$ cat src/hw/rtl/pox_pkg.sv
// shared types, constants and codes for the pulse oximeter heart rate and spo2 block
`timescale 1ns / 1ps
package pox_pkg;

	// field widths
	localparam int IrW    = 18;
	localparam int TimeW  = 32;
	localparam int IntvW  = 16;
	localparam int BeatW  = 3;
	localparam int RateW  = 8;
	localparam int Spo2W  = 7;
	localparam int QualW  = 7;
	localparam int InDataW  = 72;
	localparam int OutDataW = 24;
	localparam int CfgAddrW = 3;
	localparam int CfgDataW = 18;

	// serial divider sizes
	localparam int NumW  = 23;
	localparam int DenW  = 41;
	localparam int QuoW  = 9;
	localparam int StepW = 4;

	// queue between front and back
	localparam int QueueDepth = 2;
	localparam int PtrW       = $clog2(QueueDepth);
	localparam int CntW       = $clog2(QueueDepth + 1);

	// register indexes
	typedef enum logic [CfgAddrW-1:0] {
		REG_FINGER_THR   = 3'd0,
		REG_RISE_MARGIN  = 3'd1,
		REG_MIN_INTERVAL = 3'd2,
		REG_MAX_INTERVAL = 3'd3,
		REG_BEATS_RATE   = 3'd4,
		REG_BEATS_RESTART = 3'd5
	} reg_idx_t;

	// register reset values
	localparam logic [IrW-1:0]   FINGER_THR_RST   = 18'd50000;
	localparam logic [IrW-1:0]   RISE_MARGIN_RST  = 18'd1000;
	localparam logic [IntvW-1:0] MIN_INTERVAL_RST = 16'd300;
	localparam logic [IntvW-1:0] MAX_INTERVAL_RST = 16'd1500;
	localparam logic [BeatW-1:0] BEATS_RATE_RST   = 3'd3;
	localparam logic [BeatW-1:0] BEATS_RESTART_RST = 3'd5;
	localparam logic [BeatW-1:0] MIN_BEATS        = 3'd2;

	// signal quality grading
	localparam logic [IrW-1:0]   QUAL_LVL_TOP  = 18'd100000;
	localparam logic [IrW-1:0]   QUAL_LVL_HIGH = 18'd80000;
	localparam logic [IrW-1:0]   QUAL_LVL_MID  = 18'd60000;
	localparam logic [QualW-1:0] QUAL_TOP  = 7'd100;
	localparam logic [QualW-1:0] QUAL_HIGH = 7'd80;
	localparam logic [QualW-1:0] QUAL_MID  = 7'd60;
	localparam logic [QualW-1:0] QUAL_LOW  = 7'd40;

	// spo2 mapping
	localparam logic [Spo2W-1:0] SPO2_OFFSET = 7'd110;
	localparam logic [Spo2W-1:0] SPO2_MIN    = 7'd85;
	localparam logic [Spo2W-1:0] SPO2_MAX    = 7'd100;
	localparam logic [4:0]       SPO2_Q_HIGH = 5'd10;
	localparam logic [StepW-1:0] SPO2_STEPS  = 4'd5;

	// heart rate
	localparam int               BPM_SCALE   = 60000;
	localparam logic [RateW-1:0] RATE_SAT    = 8'd255;
	localparam logic [StepW-1:0] RATE_STEPS  = 4'd9;

	typedef struct packed {
		logic [IrW-1:0]   finger_threshold;
		logic [IrW-1:0]   rise_margin;
		logic [IntvW-1:0] min_beat_interval;
		logic [IntvW-1:0] max_beat_interval;
		logic [BeatW-1:0] beats_for_rate;
		logic [BeatW-1:0] beats_before_restart;
	} cfg_t;

	// one classified sample handed from front to back
	typedef struct packed {
		logic             finger;
		logic [IrW-1:0]   red;
		logic [IrW-1:0]   ir;
		logic [QualW-1:0] quality;
		logic             rate_upd;
		logic [BeatW-1:0] beats_m1;
		logic [TimeW-1:0] span;
	} cmd_t;

	typedef struct packed {
		logic full;
		logic empty;
	} fifo_stat_t;

	typedef struct packed {
		logic             start;
		logic [NumW-1:0]  num;
		logic [DenW-1:0]  den;
		logic [StepW-1:0] steps;
	} div_req_t;

	typedef struct packed {
		logic            done;
		logic [QuoW-1:0] quo;
	} div_rsp_t;

endpackage

$ cat src/hw/rtl/pox_fifo.sv
// two-entry command queue between the front and back parts
`timescale 1ns / 1ps
module pox_fifo import pox_pkg::*; (
	input  logic       clk,
	input  logic       arst_n,
	input  logic       push,
	input  cmd_t       wr,
	input  logic       pop,
	output cmd_t       rd,
	output fifo_stat_t stat
);

	cmd_t            mem_q [QueueDepth];
	logic [PtrW-1:0] wr_ptr_q;
	logic [PtrW-1:0] rd_ptr_q;
	logic [CntW-1:0] cnt_q;

	assign rd         = mem_q[rd_ptr_q];
	assign stat.full  = (cnt_q == CntW'(QueueDepth));
	assign stat.empty = (cnt_q == '0);

	// entry storage
	always_ff @(posedge clk) begin
		if (push) begin
			mem_q[wr_ptr_q] <= wr;
		end
	end

	// pointers and fill count
	always_ff @(posedge clk or negedge arst_n) begin
		if (!arst_n) begin
			wr_ptr_q <= '0;
			rd_ptr_q <= '0;
			cnt_q    <= '0;
		end else begin
			if (push) begin
				wr_ptr_q <= wr_ptr_q + 1'b1;
			end
			if (pop) begin
				rd_ptr_q <= rd_ptr_q + 1'b1;
			end
			if (push && !pop) begin
				cnt_q <= cnt_q + 1'b1;
			end else if (pop && !push) begin
				cnt_q <= cnt_q - 1'b1;
			end
		end
	end

endmodule

$ cat src/hw/rtl/pox_front.sv
// front part: takes samples, tracks peaks and beats, queues one command per sample
`timescale 1ns / 1ps
module pox_front import pox_pkg::*; (
	input  logic               clk,
	input  logic               arst_n,
	input  cfg_t               cfg,
	input  logic               s_tvalid,
	output logic               s_tready,
	input  logic [InDataW-1:0] s_tdata,   // ir_sample, red_sample, time_ms
	input  fifo_stat_t         stat,
	output logic               push,
	output cmd_t               cmd
);

	logic [IrW-1:0]   prev_ir_q;
	logic             rising_q;
	logic             peak_seen_q;
	logic [TimeW-1:0] last_peak_q;
	logic [BeatW-1:0] beat_cnt_q;
	logic [TimeW-1:0] first_beat_q;

	logic [IrW-1:0]   ir;
	logic [IrW-1:0]   red;
	logic [TimeW-1:0] now;
	logic             finger;
	logic [IrW:0]     rise_thr;
	logic             rising_n;
	logic             peak;
	logic [TimeW-1:0] interval;
	logic             in_window;
	logic [BeatW-1:0] beat_inc;
	logic [TimeW-1:0] first_eff;
	logic [BeatW-1:0] rate_min;
	logic [BeatW-1:0] restart_min;
	logic             rate_hit;
	logic [QualW-1:0] quality;

	assign ir  = s_tdata[IrW-1:0];
	assign red = s_tdata[2*IrW-1:IrW];
	assign now = s_tdata[2*IrW+TimeW-1:2*IrW];

	assign s_tready = !stat.full;
	assign push     = s_tvalid && !stat.full;

	// rise then fall marks a peak
	always_comb begin
		finger    = (ir >= cfg.finger_threshold);
		rise_thr  = {1'b0, prev_ir_q} + {1'b0, cfg.rise_margin};
		rising_n  = rising_q || ({1'b0, ir} > rise_thr);
		peak      = rising_n && (ir < prev_ir_q);
		interval  = now - last_peak_q;
		in_window = peak_seen_q
			&& (interval > TimeW'(cfg.min_beat_interval))
			&& (interval < TimeW'(cfg.max_beat_interval));
		beat_inc    = beat_cnt_q + 1'b1;
		first_eff   = (beat_cnt_q == '0) ? now : first_beat_q;
		rate_min    = (cfg.beats_for_rate < MIN_BEATS) ? MIN_BEATS : cfg.beats_for_rate;
		restart_min = (cfg.beats_before_restart < MIN_BEATS) ?
			MIN_BEATS : cfg.beats_before_restart;
		rate_hit    = (beat_inc >= rate_min);
	end

	// quality grade by ir level
	always_comb begin
		priority if (ir > QUAL_LVL_TOP) begin
			quality = QUAL_TOP;
		end else if (ir > QUAL_LVL_HIGH) begin
			quality = QUAL_HIGH;
		end else if (ir > QUAL_LVL_MID) begin
			quality = QUAL_MID;
		end else begin
			quality = QUAL_LOW;
		end
	end

	// command word for the back part
	always_comb begin
		cmd.finger   = finger;
		cmd.red      = red;
		cmd.ir       = ir;
		cmd.quality  = quality;
		cmd.rate_upd = finger && peak && in_window && rate_hit;
		cmd.beats_m1 = beat_cnt_q;
		cmd.span     = now - first_eff;
	end

	// peak and beat tracking state
	always_ff @(posedge clk or negedge arst_n) begin
		if (!arst_n) begin
			prev_ir_q    <= '0;
			rising_q     <= 1'b0;
			peak_seen_q  <= 1'b0;
			last_peak_q  <= '0;
			beat_cnt_q   <= '0;
			first_beat_q <= '0;
		end else if (push && finger) begin
			prev_ir_q <= ir;
			if (peak) begin
				last_peak_q <= now;
				peak_seen_q <= 1'b1;
				rising_q    <= 1'b0;
				if (in_window) begin
					if (beat_cnt_q == '0) begin
						first_beat_q <= now;
					end
					beat_cnt_q <= (rate_hit && (beat_inc >= restart_min)) ? '0 : beat_inc;
				end
			end else begin
				rising_q <= rising_n;
			end
		end
	end

endmodule

$ cat src/hw/rtl/pox_div.sv
// shared restoring divider, one quotient bit per cycle
`timescale 1ns / 1ps
module pox_div import pox_pkg::*; (
	input  logic     clk,
	input  logic     arst_n,
	input  div_req_t req,
	output div_rsp_t rsp
);

	logic [NumW-1:0]  rem_q;
	logic [DenW-1:0]  den_q;
	logic [QuoW-1:0]  quo_q;
	logic [StepW-1:0] cnt_q;
	logic             busy_q;
	logic             done_q;
	logic             ge;

	// divisor is pre-shifted to the top quotient bit
	assign ge = ({{(DenW-NumW){1'b0}}, rem_q} >= den_q);

	assign rsp.done = done_q;
	assign rsp.quo  = quo_q;

	// datapath
	always_ff @(posedge clk) begin
		if (req.start) begin
			rem_q <= req.num;
			den_q <= req.den;
			quo_q <= '0;
		end else if (busy_q) begin
			if (ge) begin
				rem_q <= rem_q - den_q[NumW-1:0];
			end
			den_q <= den_q >> 1;
			quo_q <= {quo_q[QuoW-2:0], ge};
		end
	end

	// step count and completion pulse
	always_ff @(posedge clk or negedge arst_n) begin
		if (!arst_n) begin
			cnt_q  <= '0;
			busy_q <= 1'b0;
			done_q <= 1'b0;
		end else begin
			done_q <= 1'b0;
			if (req.start) begin
				cnt_q  <= req.steps;
				busy_q <= 1'b1;
			end else if (busy_q) begin
				cnt_q <= cnt_q - 1'b1;
				if (cnt_q == StepW'(1)) begin
					busy_q <= 1'b0;
					done_q <= 1'b1;
				end
			end
		end
	end

endmodule

$ cat src/hw/rtl/pox_back.sv
// back part: runs the spo2 and rate divisions, keeps the held reading, drives results
`timescale 1ns / 1ps
module pox_back import pox_pkg::*; (
	input  logic                clk,
	input  logic                arst_n,
	input  cmd_t                head,
	input  fifo_stat_t          stat,
	output logic                pop,
	output div_req_t            req,
	input  div_rsp_t            rsp,
	output logic                m_tvalid,
	input  logic                m_tready,
	output logic [OutDataW-1:0] m_tdata   // finger_detected, reading_valid, heart_rate,
	                                      // oxygen_saturation, signal_quality
);

	typedef enum logic [3:0] {
		ST_IDLE = 4'b0001,
		ST_SPO2 = 4'b0010,
		ST_RATE = 4'b0100,
		ST_SEND = 4'b1000
	} state_t;

	state_t               state_q;
	cmd_t                 cmd_q;
	logic [Spo2W-1:0]     spo2_q;
	logic [RateW-1:0]     rate_q;
	logic [RateW-1:0]     held_rate_q;
	logic                 valid_q;
	logic                 m_tvalid_q;
	logic [OutDataW-1:0]  m_tdata_q;

	logic                 send;
	logic [Spo2W-1:0]     spo2_val;
	logic [4:0]           spo2_quo;
	logic [RateW-1:0]     hr_out;

	assign m_tvalid = m_tvalid_q;
	assign m_tdata  = m_tdata_q;
	assign send     = (state_q == ST_SEND) && (!m_tvalid_q || m_tready);
	assign spo2_quo = rsp.quo[4:0];
	assign hr_out   = cmd_q.rate_upd ? rate_q : held_rate_q;

	// spo2 from the 25*red/ir quotient, clamped
	always_comb begin
		priority if ((cmd_q.red == '0) || (cmd_q.ir == '0)) begin
			spo2_val = '0;
		end else if (cmd_q.red >= cmd_q.ir) begin
			spo2_val = SPO2_MIN;
		end else if (spo2_quo <= SPO2_Q_HIGH) begin
			spo2_val = SPO2_MAX;
		end else begin
			spo2_val = SPO2_OFFSET - {2'b0, spo2_quo};
		end
	end

	// divider requests and queue pop
	always_comb begin
		pop       = 1'b0;
		req.start = 1'b0;
		req.num   = NumW'({head.red, 4'b0}) + NumW'({head.red, 3'b0}) + NumW'(head.red);
		req.den   = DenW'({head.ir, 4'b0});
		req.steps = SPO2_STEPS;
		unique case (state_q)
			ST_IDLE: begin
				pop       = !stat.empty;
				req.start = !stat.empty && head.finger;
			end
			ST_SPO2: begin
				req.start = rsp.done && cmd_q.rate_upd;
				req.num   = NumW'(cmd_q.beats_m1) * NumW'(BPM_SCALE);
				req.den   = {1'b0, cmd_q.span, 8'b0};
				req.steps = RATE_STEPS;
			end
			ST_RATE, ST_SEND: begin
			end
			default: begin
			end
		endcase
	end

	// sequencer
	always_ff @(posedge clk or negedge arst_n) begin
		if (!arst_n) begin
			state_q <= ST_IDLE;
		end else begin
			unique case (state_q)
				ST_IDLE: begin
					if (!stat.empty) begin
						state_q <= head.finger ? ST_SPO2 : ST_SEND;
					end
				end
				ST_SPO2: begin
					if (rsp.done) begin
						state_q <= cmd_q.rate_upd ? ST_RATE : ST_SEND;
					end
				end
				ST_RATE: begin
					if (rsp.done) begin
						state_q <= ST_SEND;
					end
				end
				ST_SEND: begin
					if (send) begin
						state_q <= ST_IDLE;
					end
				end
				default: begin
					state_q <= ST_IDLE;
				end
			endcase
		end
	end

	// working registers for the current word
	always_ff @(posedge clk) begin
		if (pop) begin
			cmd_q <= head;
		end
		if ((state_q == ST_SPO2) && rsp.done) begin
			spo2_q <= spo2_val;
		end
		if ((state_q == ST_RATE) && rsp.done) begin
			rate_q <= rsp.quo[QuoW-1] ? RATE_SAT : rsp.quo[RateW-1:0];
		end
		if (send) begin
			if (cmd_q.finger) begin
				m_tdata_q <= {cmd_q.quality, spo2_q, hr_out, (valid_q || cmd_q.rate_upd), 1'b1};
			end else begin
				m_tdata_q <= '0;
			end
		end
	end

	// held reading and output valid
	always_ff @(posedge clk or negedge arst_n) begin
		if (!arst_n) begin
			held_rate_q <= '0;
			valid_q     <= 1'b0;
			m_tvalid_q  <= 1'b0;
		end else begin
			if (send) begin
				m_tvalid_q <= 1'b1;
				if (!cmd_q.finger) begin
					held_rate_q <= '0;
					valid_q     <= 1'b0;
				end else if (cmd_q.rate_upd) begin
					held_rate_q <= rate_q;
					valid_q     <= 1'b1;
				end
			end else if (m_tready) begin
				m_tvalid_q <= 1'b0;
			end
		end
	end

endmodule

$ cat src/hw/rtl/pulse_ox_heart_rate_spo2.sv
// top level of the pulse oximeter heart rate and spo2 block
`timescale 1ns / 1ps
// Each input word is one optical sample (ir, red, time in ms); each produces exactly one
// result word in order. The front takes a sample whenever its two-entry queue has room,
// updating the peak and beat tracker at once. The back works one queued sample at a time
// through a shared one-bit-per-cycle divider: 5 divider steps for spo2 if a finger is
// present, 9 more steps for the heart rate if a rate window completes, none without a
// finger. A result held at the output does not stop the front from taking further
// samples until the queue fills. The user must write the configuration registers through
// cfg_we/cfg_addr/cfg_wdata only while the block is idle; the block does not enforce it.
module pulse_ox_heart_rate_spo2 import pox_pkg::*; (
	input  logic                clk,
	input  logic                arst_n,
	input  logic                cfg_we,
	input  logic [CfgAddrW-1:0] cfg_addr,
	input  logic [CfgDataW-1:0] cfg_wdata,
	input  logic                s_tvalid,
	output logic                s_tready,
	input  logic [InDataW-1:0]  s_tdata,   // ir_sample, red_sample, time_ms, zero pad
	output logic                m_tvalid,
	input  logic                m_tready,
	output logic [OutDataW-1:0] m_tdata    // finger_detected, reading_valid, heart_rate,
	                                       // oxygen_saturation, signal_quality
);

	cfg_t       cfg_q;
	fifo_stat_t stat;
	cmd_t       cmd_in;
	cmd_t       cmd_head;
	logic       push;
	logic       pop;
	div_req_t   div_req;
	div_rsp_t   div_rsp;

	// configuration registers
	always_ff @(posedge clk or negedge arst_n) begin
		if (!arst_n) begin
			cfg_q.finger_threshold     <= FINGER_THR_RST;
			cfg_q.rise_margin          <= RISE_MARGIN_RST;
			cfg_q.min_beat_interval    <= MIN_INTERVAL_RST;
			cfg_q.max_beat_interval    <= MAX_INTERVAL_RST;
			cfg_q.beats_for_rate       <= BEATS_RATE_RST;
			cfg_q.beats_before_restart <= BEATS_RESTART_RST;
		end else if (cfg_we) begin
			unique case (cfg_addr)
				REG_FINGER_THR:    cfg_q.finger_threshold     <= cfg_wdata[IrW-1:0];
				REG_RISE_MARGIN:   cfg_q.rise_margin          <= cfg_wdata[IrW-1:0];
				REG_MIN_INTERVAL:  cfg_q.min_beat_interval    <= cfg_wdata[IntvW-1:0];
				REG_MAX_INTERVAL:  cfg_q.max_beat_interval    <= cfg_wdata[IntvW-1:0];
				REG_BEATS_RATE:    cfg_q.beats_for_rate       <= cfg_wdata[BeatW-1:0];
				REG_BEATS_RESTART: cfg_q.beats_before_restart <= cfg_wdata[BeatW-1:0];
				default: begin
				end
			endcase
		end
	end

	pox_front u_front (
		.clk      (clk),
		.arst_n   (arst_n),
		.cfg      (cfg_q),
		.s_tvalid (s_tvalid),
		.s_tready (s_tready),
		.s_tdata  (s_tdata),
		.stat     (stat),
		.push     (push),
		.cmd      (cmd_in)
	);

	pox_fifo u_fifo (
		.clk    (clk),
		.arst_n (arst_n),
		.push   (push),
		.wr     (cmd_in),
		.pop    (pop),
		.rd     (cmd_head),
		.stat   (stat)
	);

	pox_div u_div (
		.clk    (clk),
		.arst_n (arst_n),
		.req    (div_req),
		.rsp    (div_rsp)
	);

	pox_back u_back (
		.clk      (clk),
		.arst_n   (arst_n),
		.head     (cmd_head),
		.stat     (stat),
		.pop      (pop),
		.req      (div_req),
		.rsp      (div_rsp),
		.m_tvalid (m_tvalid),
		.m_tready (m_tready),
		.m_tdata  (m_tdata)
	);

	// no finger means an all-zero word
	assert property (@(posedge clk) disable iff (!arst_n)
		(m_tvalid && !m_tdata[0]) |-> (m_tdata[OutDataW-1:1] == '0))
		else $error("no-finger word carries nonzero fields");

	// with a finger spo2 is zero or inside its clamp range
	assert property (@(posedge clk) disable iff (!arst_n)
		(m_tvalid && m_tdata[0]) |->
		((m_tdata[16:10] == '0) ||
		 ((m_tdata[16:10] >= SPO2_MIN) && (m_tdata[16:10] <= SPO2_MAX))))
		else $error("spo2 outside clamp range");

	// with a finger quality is one of the four grades
	assert property (@(posedge clk) disable iff (!arst_n)
		(m_tvalid && m_tdata[0]) |->
		((m_tdata[23:17] == QUAL_TOP) || (m_tdata[23:17] == QUAL_HIGH) ||
		 (m_tdata[23:17] == QUAL_MID) || (m_tdata[23:17] == QUAL_LOW)))
		else $error("signal quality not a valid grade");

	// no reading yet means no heart rate
	assert property (@(posedge clk) disable iff (!arst_n)
		(m_tvalid && !m_tdata[1]) |-> (m_tdata[9:2] == '0))
		else $error("heart rate shown without a valid reading");

endmodule

$ cat config.mk
export PLATFORM = sky130hd
export DESIGN_NAME = pulse_ox_heart_rate_spo2
export DESIGN_NICKNAME = d
export VERILOG_FILES = /design/src/hw/rtl/pox_pkg.sv /design/src/hw/rtl/pox_fifo.sv /design/src/hw/rtl/pox_front.sv /design/src/hw/rtl/pox_div.sv /design/src/hw/rtl/pox_back.sv /design/src/hw/rtl/pulse_ox_heart_rate_spo2.sv
export SDC_FILE = /design/constraint.sdc
export NUM_CORES = 1
export LEC_CHECK = 0
export BUFFER_PORTS_ARGS = -buffer_cell sky130_fd_sc_hd__buf_4
export CAP_MARGIN = 20
export CELL_PAD_IN_SITES_DETAIL_PLACEMENT = 1
export CELL_PAD_IN_SITES_GLOBAL_PLACEMENT = 1
export CORE_MARGIN = 4
export CORE_UTILIZATION = 35
export CTS_BUF_LIST = sky130_fd_sc_hd__clkbuf_8
export DETAILED_ROUTE_END_ITERATION = 6
export PLACE_DENSITY = 0.57
export SYNTH_ARGS = -nofsm -noshare
export SYNTH_HDL_FRONTEND = slang
export SYNTH_SLANG_ARGS = --single-unit
$ cat constraint.sdc
create_clock -name clk -period 6.2 [get_ports clk]
set_input_delay 0.31 -clock clk [delete_from_list [all_inputs] [get_ports clk]]
set_output_delay 0.31 -clock clk [all_outputs]
set_load 0.01 [all_outputs]
==> impl_metrics.json <==
{
  "outcome": "finished clean",
  "finalClockSkew_ns": 0.0779,
  "drt-total-wl_um": 85500,
  "ff_latch_area_um2": 14900,
  "root_buffer": "clkbuf_8",
  "port_buffers": 117,
  "global_route.overflow_total": 0,
  "synth_top_flop_cell": "edfxtp_1",
  "postSynth.asyncResetShare_pct": 35.0,
  "core_area_um2": 84100,
  "antenna_violating_nets_post_route": 0,
  "drc": 0,
  "grt_pass1_wl_um": 135000,
  "detailedPlace.worstSlack_ns": 0.414,
  "syn-instance-count": 2687,
  "timing.hold.worst.class": "primary input to flip-flop",
  "met1Wirelength_um": 39400,
  "postCtsResizedCells": 0,
  "finalSetupViolations": 0,
  "yosys.cell_types.count": 83,
  "netlist_area_um2": 29800,
  "most-common-layout-cells": "edfxtp_1, inv_1, ha_1, nand2_1, o21ai_0",
  "route.detailed.vias_per_inst": 5.17,
  "path_max_fanout": 5,
  "timing.max_slew.rel_slack_pct": 33.9,
  "clk_transition_reported_paths_ns": 0.06,
  "routed_wire_per_std_cell_um": 20.6,
  "grt_setup_unrepaired": "false",
  "multiInputGateArea_um2": 13800,
  "clock_tree_from_tritoncts": "done",
  "timing.critical_path.mode_cell": "nor3_1",
  "period_needed_ns": 5.83,
  "maxClockFrequency_mhz": 172,
  "worst_ir_drop_vdd_mv": 0.244,
  "final-hold-violation-count": 0,
  "maximum_number_of_pins_on_one_net_before_global_route_repair": 94,
  "clockBufferDepth": 3,
  "worstPathRequired_ns": 6.68,
  "detailed_place.area_um2": 32100,
  "setup.worst_path.start": "u_front.last_peak_q[0]$_DFFE_PN0P_",
  "die_height_um": 300,
  "design.die.area_um2": 89900,
  "post-route-cell-area_um2": 34900,
  "worst-slew-pin-transition_ns": 0.989,
  "timing.final.crit_share_pct": 94.0,
  "cts_post_setup_buffers_inserted": 0,
  "layout.cells.most_common": "edfxtp_1",
  "clkSinkCount": 528,
  "post_cts_hold_buffer_count": 93,
  "dp_hpwl_um": 62500,
  "wl_met2_um": 41000,
  "finalSetupTns_ns": 0,
  "detailroute.via_count": 21464,
  "number_of_global_route_vias_before_repair": 23493,
  "wl_met3_um": 2370,
  "critical-path-max-stage-delay_ns": 0.53,
  "io-pin-count": 124,
  "fp-row-count": 106,
  "hold-worst-slack_ns": 0.168,
  "start_util_pct": 35.4,
  "instances_no_fill": 4154,
  "cap_viol_max_count": 0,
  "synth_area_leader_cell": "edfxtp_1",
  "final_nets": 3309,
  "arrival_ns": 6.31,
  "post-route-util_pct": 41.5,
  "timing.final.max_slew_violations": 0,
  "start_kind": "flip-flop",
  "fillerInstances": 9234,
  "dr.first_iter.drc_count": 842,
  "worst-setup-path-type": "flip-flop to flip-flop",
  "synth-warning-count": 0,
  "netlist.area_leader.share_pct": 33.7,
  "first_pass_iters": 5,
  "highest-signal-layer": "met4",
  "synth_enable_flop_cells": 334,
  "finalWorstSetupSlack_ns": 0.371,
  "cts-htree-levels": 3,
  "crit_path_cell_trace": "ha_1, fa_1, nand2b_1, a21oi_1, o21a_1, nor3_1, o21bai_1, a21oi_1, xnor2_1, ha_1, nand4_1, a2111oi_0, nor3_1, or4_1, a211o_1, nor4b_1, o2111ai_1, or4b_1, nor3_1",
  "p_total_mw": 18.2,
  "insertion_delay_ns": 0.74,
  "gr-usage-all-layers_pct": 19.1,
  "synth_seq_area_share_pct": 49.9,
  "dieWidth_um": 300,
  "ys_top_cells_by_area": "edfxtp_1, dfrtp_1, ha_1",
  "layout-drive-gt1-share_pct": 15.5,
  "power.leakage_nw": 14.6,
  "postSynthRegisterBits": 528,
  "gpl.final_weighted_congestion": 0.841,
  "cts_buffers": 96,
  "area_growth_syn_to_layout_pct": 17.0,
  "antenna_found_initial": 1,
  "power.density_nw_per_um2": 522,
  "average_cell_area_after_synthesis_um2": 11.1,
  "placedCellCount": 3881,
  "worst_hold_startpoint": "s_tvalid",
  "slowest_stage": "or4b_1",
  "worst_r2r_startpoint": "u_front.last_peak_q[0]$_DFFE_PN0P_",
  "critPathCaptureType": "flip-flop"
}
==> critical path, delay by kind of cell (launching register included) <==
family	cells	cell delay (ns)
simple gates	8	2.27
compound gates	7	1.80
fa+ha+maj	3	0.94
flops	1	0.39
xor+xnor	1	0.17
==> synth_stat cells, types with 14 or more instances <==
cell / instances
mux2i_1: 54
nor2b_1: 28
o21bai_1: 16
nor2_1: 154
a22o_1: 22
edfxtp_1: 334
or3_1: 15
o21ai_0: 177
o211ai_1: 18
a22oi_1: 14
xnor2_1: 68
xor2_1: 40
mux2_2: 132
nor3_1: 46
clkbuf_1: 68
a21o_1: 61
fa_1: 21
a31oi_1: 17
dfrtp_1: 157
nand4_1: 33
and2_1: 23
dfstp_2: 28
inv_1: 228
o21a_1: 29
a21oi_1: 165
a211oi_1: 20
nand3_1: 30
nand2_1: 195
nand2b_1: 30
ha_1: 251
nor4_1: 18
==> sequential cells by signal, summed over array words and instances, names as in the netlist, 3 cells and up <==
signal	count
u_back.m_tdata	22
u_back.rate_q	8
u_front.beat_cnt_q	3
cfg_q	74
u_back.cmd_q	78
u_front.last_peak_q	32
u_back.held_rate_q	8
u_back.spo2_q	7
u_div.quo_q	9
u_back.state_q	4
u_front.first_beat_q	32
u_fifo.mem_q	156
u_front.prev_ir_q	18
u_div.cnt_q	4
u_div.den_q	40
u_div.rem_q	23
==> layout make-up <==
type,instances,area share [%]
repair buffers,237,5.95
well taps,1134,4.07
clock inverters,72,1.13
flip-flops and latches,528,42.7
clock buffers,106,4.19
multi-input cells,1847,39.5
inverters,229,2.47
diodes,1,0.00718
==> where the power goes <==
part / switching (mW) / internal [mW]
Sequential: 0.488 / 5.33
Clock: 1.57 / 1.64
Combinational: 5.49 / 3.69
Total: 7.55 / 10.7
==> cell families (layout without fill, tap and decap cells) <==
logic type / Yosys count / count (layout) / synth area share (%)
and+or+nand+nor: 641 / 641 / 10.5
AOI/OAI and AO/OA: 635 / 635 / 13.5
DFF: 528 / 528 / 49.9
buffers and inverters: 313 / 644 / 4.04
adders and majority gates: 272 / 272 / 11.9
muxes: 189 / 189 / 6.91
xor gates and xnor gates: 108 / 108 / 3.17
other: 1 / 3 / 0.0126
==> metal layers <==
metal  vias to the layer above  GRT usage [%]
met2                       273           32.5
met1                     10752           25.1
met4                         0           6.65
met5                         -              0
met3                       151           2.58
li1                      10288              -
==> worst paths after layout <==
kind                       slack [ns]  cells past startpoint                              endpoint
min in group asynchronous        0.23                      2     u_back.held_rate_q[0]$_DFFE_PN0P_
max reg2reg                      0.37                     19         u_fifo.mem_q[1][35]$_DFFE_PP_
min                              0.17                      2         u_fifo.mem_q[1][65]$_DFFE_PP_
max                              0.37                     19         u_fifo.mem_q[1][35]$_DFFE_PP_
min reg2reg                      0.47                      1       u_front.peak_seen_q$_DFFE_PN0P_
max in group asynchronous        4.55                      3  u_front.first_beat_q[20]$_DFFE_PN0P_
(Power assumes the default switching activity.)
